`config.mk`:
```
export PLATFORM = sky130hd
export DESIGN_NAME = bbf_ctrl
export DESIGN_NICKNAME = d
export VERILOG_FILES = /design/src/hw/rtl/bbf_pkg.sv /design/src/hw/rtl/bbf_ctrl.sv
export SDC_FILE = /design/constraint.sdc
export NUM_CORES = 1
export LEC_CHECK = 0
export ABC_CLOCK_PERIOD_IN_PS = 1740
export BUFFER_PORTS_ARGS = -buffer_cell sky130_fd_sc_hd__buf_2
export CORE_MARGIN = 4
export CORE_UTILIZATION = 43
export CTS_CLUSTER_DIAMETER = 30
export DETAILED_ROUTE_END_ITERATION = 10
export GPL_TIMING_DRIVEN = 0
export PLACE_DENSITY_LB_ADDON = 0.08
export SLEW_MARGIN = 20
export SYNTH_ARGS = -nofsm -noshare
export SYNTH_HDL_FRONTEND = slang
export SYNTH_SLANG_ARGS = --single-unit
```
`constraint.sdc`:
```
create_clock -name clock -period 1.74 [get_ports clock]
set_clock_uncertainty 0.1 [all_clocks]
set_input_delay 0.174 -clock clock [delete_from_list [all_inputs] [get_ports clock]]
set_output_delay 0.174 -clock clock [all_outputs]
set_load 0.02 [all_outputs]
```
`src/hw/rtl/bbf_pkg.sv`:
```
`timescale 1ns / 1ps
`default_nettype none
package bbf_pkg;

   localparam logic [31:0] HASH_SEED  = 32'd2568;
   localparam logic [31:0] MIX_C1     = 32'hcc9e2d51;
   localparam logic [31:0] MIX_C2     = 32'h1b873593;
   localparam logic [31:0] MIX_ADD    = 32'he6546b64;
   localparam logic [31:0] FIN_C1     = 32'h85ebca6b;
   localparam logic [31:0] FIN_C2     = 32'hc2b2ae35;
   localparam logic [31:0] KEY_LENGTH = 32'd8;
   localparam int          PROBE_SHIFT = 16;
   localparam logic [2:0]  BIT_IN_BYTE_MASK = 3'h7;
   localparam int          NUM_HASHES_W = 5;
   localparam int          BLOCKS_W = 13;
   localparam int          CSR_INDEX_W = 2;
   localparam logic [NUM_HASHES_W-1:0] NUM_HASHES_RESET = 5'd7;
   localparam logic [BLOCKS_W-1:0]     BLOCKS_RESET = 13'd4096;
   localparam logic [CSR_INDEX_W-1:0]  REG_NUM_HASHES = 2'd0;
   localparam logic [CSR_INDEX_W-1:0]  REG_BLOCKS_IN_USE = 2'd1;

   typedef enum logic [3:0] {
      HS_LO_MUL1,
      HS_LO_MUL2,
      HS_LO_MIX,
      HS_HI_MUL1,
      HS_HI_MUL2,
      HS_HI_MIX,
      HS_FIN1,
      HS_FIN2,
      HS_FIN3
   } hash_step_type;

   typedef enum logic [3:0] {
      ST_CLEAR,
      ST_IDLE,
      ST_HASH,
      ST_MOD_BLOCK,
      ST_READ_WAIT,
      ST_PROBE_START,
      ST_PROBE_WAIT,
      ST_WRITE,
      ST_RESP
   } state_type;

   typedef struct packed {
      logic          load_item;
      logic          hash_en;
      hash_step_type hash_step;
      logic          mod_start;
      logic          mod_probe;
      logic          ram_rd;
      logic          blk_load;
      logic          probe_test;
      logic          ram_wr;
      logic          clr_wr;
      logic          rsp_load;
   } cmd_type;

   typedef struct packed {
      logic mod_done;
      logic probe_last;
      logic k_zero;
      logic is_lookup;
      logic clr_last;
      logic rsp_busy;
   } status_type;

endpackage
`default_nettype wire

```
`src/hw/rtl/bbf_ctrl.sv`:
```
`timescale 1ns / 1ps
`default_nettype none
module bbf_ctrl
   import bbf_pkg::*;
(
   input  wire logic       clock,
   input  wire logic       reset,
   input  wire logic       req_valid,
   output logic            req_ready,
   input  wire status_type status,
   output cmd_type         cmd
);
   state_type     state_ff, state_in;
   hash_step_type hs_ff, hs_in;

   always_comb begin
      state_in = state_ff;
      hs_in    = hs_ff;
      unique case (state_ff)
         ST_CLEAR: begin
            if (status.clr_last) begin
               state_in = ST_IDLE;
            end
         end
         ST_IDLE: begin
            if (req_valid) begin
               state_in = ST_HASH;
               hs_in    = HS_LO_MUL1;
            end
         end
         ST_HASH: begin
            if (hs_ff == HS_FIN3) begin
               state_in = ST_MOD_BLOCK;
            end else begin
               hs_in = hash_step_type'(hs_ff + 4'd1);
            end
         end
         ST_MOD_BLOCK: begin
            if (status.mod_done) begin
               state_in = ST_READ_WAIT;
            end
         end
         ST_READ_WAIT: begin
            state_in = status.k_zero ? ST_RESP : ST_PROBE_START;
         end
         ST_PROBE_START: begin
            state_in = ST_PROBE_WAIT;
         end
         ST_PROBE_WAIT: begin
            state_in = status.probe_last ? ST_WRITE : ST_PROBE_START;
         end
         ST_WRITE: begin
            state_in = ST_RESP;
         end
         ST_RESP: begin
            if (!status.rsp_busy) begin
               state_in = ST_IDLE;
            end
         end
         default: begin
            state_in = ST_IDLE;
         end
      endcase
   end

   always_comb begin
      cmd = '0;
      cmd.hash_step = hs_ff;
      req_ready = 1'b0;
      unique case (state_ff)
         ST_CLEAR: begin
            cmd.clr_wr = 1'b1;
         end
         ST_IDLE: begin
            req_ready     = 1'b1;
            cmd.load_item = req_valid;
         end
         ST_HASH: begin
            cmd.hash_en   = 1'b1;
            cmd.mod_start = (hs_ff == HS_FIN3);
         end
         ST_MOD_BLOCK: begin
            cmd.ram_rd = status.mod_done;
         end
         ST_READ_WAIT: begin
            cmd.blk_load = 1'b1;
         end
         ST_PROBE_START: begin
            cmd.mod_probe = 1'b1;
         end
         ST_PROBE_WAIT: begin
            cmd.probe_test = 1'b1;
         end
         ST_WRITE: begin
            cmd.ram_wr = ~status.is_lookup;
         end
         ST_RESP: begin
            cmd.rsp_load = ~status.rsp_busy;
         end
         default: begin
            cmd = '0;
         end
      endcase
   end

   always_ff @(posedge clock) begin
      if (reset) begin
         state_ff <= ST_CLEAR;
         hs_ff    <= HS_LO_MUL1;
      end else begin
         state_ff <= state_in;
         hs_ff    <= hs_in;
      end
   end
endmodule
`default_nettype wire

```
==> flow_metrics.env <==
export IMPL_outcome="finished clean"
export IMPL_relSlewSlack_pct=77.0
export IMPL_grt_max_degree=11
export IMPL_numCtsBuffers=3
export IMPL_drtIter0Drc=22
export IMPL_vias=793
export IMPL_p_int_w=0.000584
export IMPL_avgViaCountPerCell=5.87
export IMPL_cts_tree="done"
export IMPL_cp_max_fo=10
export IMPL_nets=133
export IMPL_place_hpwl_microns=1420
export IMPL_grt_pass1_wl_microns=3020
export IMPL_synth_nets=100
export IMPL_slowest_delay_ps=360
export IMPL_ff2ff_setup_slack_ps=50
export IMPL_place_area_sq_um=836
export IMPL_ys_ff_latch=8
export IMPL_p_per_area_nw_per_um2=1060
export IMPL_setup_viol=0
export IMPL_cts_path_max_buffers=2
export IMPL_die_area_sq_um=2240
export IMPL_drive_gt1_share_pct=45.0
export IMPL_m1WireLength_microns=881
export IMPL_gp_congestion=0.786
export IMPL_cts_sinks=8
export IMPL_hold_depth=2
export IMPL_cpMaxStageDelayCell="dfxtp_2"
export IMPL_async_reset_ff_share_pct=0
export IMPL_switching_share_pct=43.0
export IMPL_grt_total_usage_pct=19.2
export IMPL_p_sw_w=0.000441
export IMPL_synth_area_leader_cell="dfxtp_1"
export IMPL_clock_latency_ps=260
export IMPL_synthCells=89
export IMPL_synth_edf_count=0
export IMPL_synth_most_common_cell="dfxtp_1"
export IMPL_root_buffer="clkbuf_4"
export IMPL_ff2ff_path_depth=5
export IMPL_crit_type="reg -> out"
export IMPL_p_clk_share_pct=14.7
export IMPL_tightest_slew_ps=344
export IMPL_dpl_cell_count=127
export IMPL_irDropWorstVdd_mv=0.598
export IMPL_antenna_found_initial=0
export IMPL_num_rows=13
export IMPL_yosysUniqueCellTypes=35
export IMPL_comb_power_share_pct=62.8
export IMPL_crit_required_ps=1470
export IMPL_period_minus_slack_ps=1700
export IMPL_htreeDepth=1
export IMPL_end_kind="output pin"
export IMPL_fmax_mhz=590
export IMPL_hp_start="reset"
export IMPL_drt_first_pass_iters=4
export IMPL_synthFlopType="dfxtp_1"
export IMPL_r2r_start="state_ff[1]"
export IMPL_synthTopCellsByArea="dfxtp_1 (24%), and2_1 (5.6%), a21oi_1 (5.3%)"
export IMPL_die_height_microns=47.4
export IMPL_wl_met2_microns=934
export IMPL_netlist_area_sq_um=667
export IMPL_ctsHoldBuffers=0
export IMPL_p_leak_nw=0.440
export IMPL_seq_power_share_pct=22.5
export IMPL_setup_tns_ps=0
export IMPL_routed_top_layer="met3"
export IMPL_ant_nets=0
export IMPL_remaining_drc_errors=0
export IMPL_io_pins=24
export IMPL_wirelength_microns=2000
export IMPL_clk_pin_slew_ps=60
export IMPL_holdPathEnd="hs_ff[0]"
export IMPL_hp_class="in -> reg"
export IMPL_yosysWarnings=0
export IMPL_diodes=0
export IMPL_wire_per_inst_microns=14.8
export IMPL_fin_crit_sh_pct=97.5
export IMPL_maxCapViolCount=0
export IMPL_path_cells="clkbuf_8, nor3_4, nand2b_4, and2_1, buf_2"
export IMPL_arrival_ps=1420
export IMPL_ys_top_cells_by_count="dfxtp_1 (8), a21oi_1 (7), inv_1 (7)"
export IMPL_final_max_slew_violation_count=0
export IMPL_hold_viol_final=0
export IMPL_cp_start_kind="flip-flop"
export IMPL_wl_met3_microns=184
export IMPL_grt_overflow=0
export IMPL_r2r_end="state_ff[0]"
export IMPL_syn_area_per_cell_sq_um=7.49
export IMPL_ys_seq_area_share_pct=24.0
export IMPL_coreArea_sq_um=1380
export IMPL_grt_pass1_vias=683
export IMPL_path_buf_inv=2
export IMPL_area_growth_synth_to_final_pct=44.5
export IMPL_die_w_microns=47.4
export IMPL_crit_family="simple AND/OR/NAND/NOR gates"
export IMPL_portBuffers=23
export IMPL_initial_core_util_pct=48.2
export IMPL_netlist_area_leader_share_pct=24.0
export IMPL_final_cell_area_sq_um=963
export IMPL_final_cells=135
[layer usage]
| metal | track usage (%) | up-vias |
|---|---|---|
| li1 | - | 387 |
| met4 | 4.42 | 0 |
| met1 | 24.7 | 368 |
| met3 | 7.28 | 0 |
| met5 | 0 | - |
| met2 | 30.2 | 38 |
[sequential cells by signal, summed over array words and instances, names as in the netlist]
name	cells
hs_ff	4
state_ff	4
[per-stage QoR]
stage / hold slack (ps) / total power (W) / setup slack, ps / utilization, %
after detailed placement: 357 / 0.000772 / -133 / 60.5
after CTS: 76.6 / 0.000992 / 3.48 / 66.7
after floorplan: 143 / 0.000642 / 13.7 / -
after global placement: 360 / 0.000760 / -75.6 / 60.5
after global routing: 91.6 / 0.00109 / -59.9 / 69.7
final: 91.1 / 0.00102 / 44.3 / 69.7
[how the worst max path moves through the flow]
stage / startpoint / end / cells past startpoint
finish: state_ff[2] / cmd[8] / 5
global route: state_ff[2] / cmd[8] / 5
CTS: hs_ff[0] / state_ff[1] / 6
detailed placement: hs_ff[0] / hs_ff[3] / 6
global placement: hs_ff[0] / hs_ff[3] / 6
floorplan: hs_ff[0] / hs_ff[3] / 6
[cell families (layout without fill, tap and decap cells)]
kind of cell | count (synthesis) | after routing | synth area share (%)
fa+ha+maj | 2 | 2 | 3.75
buf+inv | 13 | 44 | 9.57
simple gates | 45 | 45 | 42.2
flops | 8 | 8 | 24.0
compound gates | 21 | 21 | 20.5
[cell type report]
type / instances / area, sq um
timing repair buffer: 28 / 163
multi-input combinational: 68 / 504
sequential: 8 / 166
inverter: 7 / 26.3
tap: 15 / 18.8
buffer: 6 / 62.6
fill: 115 / 419
clock buffer: 3 / 22.5
[placed cells by master (no fill, tap or decap), drive strengths merged, types with 3 or more instances in the layout]
cell,n
nor3,5
dfxtp,8
nand2b,5
nand3,4
inv,7
and2,6
nor2,4
nand2,3
a21oi,7
buf,33
o21ai,3
clkbuf,4
[power groups by stage]
stage | combinational, W | sequential [W] | clock (W)
3_5_place_dp | 0.000537 | 0.000235 | 0
5_1_grt | 0.000699 | 0.000232 | 0.000158
3_3_place_gp | 0.000526 | 0.000233 | 0
6_report | 0.000643 | 0.000231 | 0.000151
2_1_floorplan | 0.000412 | 0.000230 | 0
4_1_cts | 0.000610 | 0.000228 | 0.000154
[timing repair]
item / in CTS / in global routing
pin swaps: 1 / 7
gates resized for setup: 15 / 15
setup endpoints to repair: 13 / 12
setup buffers: 3 / 1
gates cloned: 0 / 1
(Power assumes the default switching activity.)
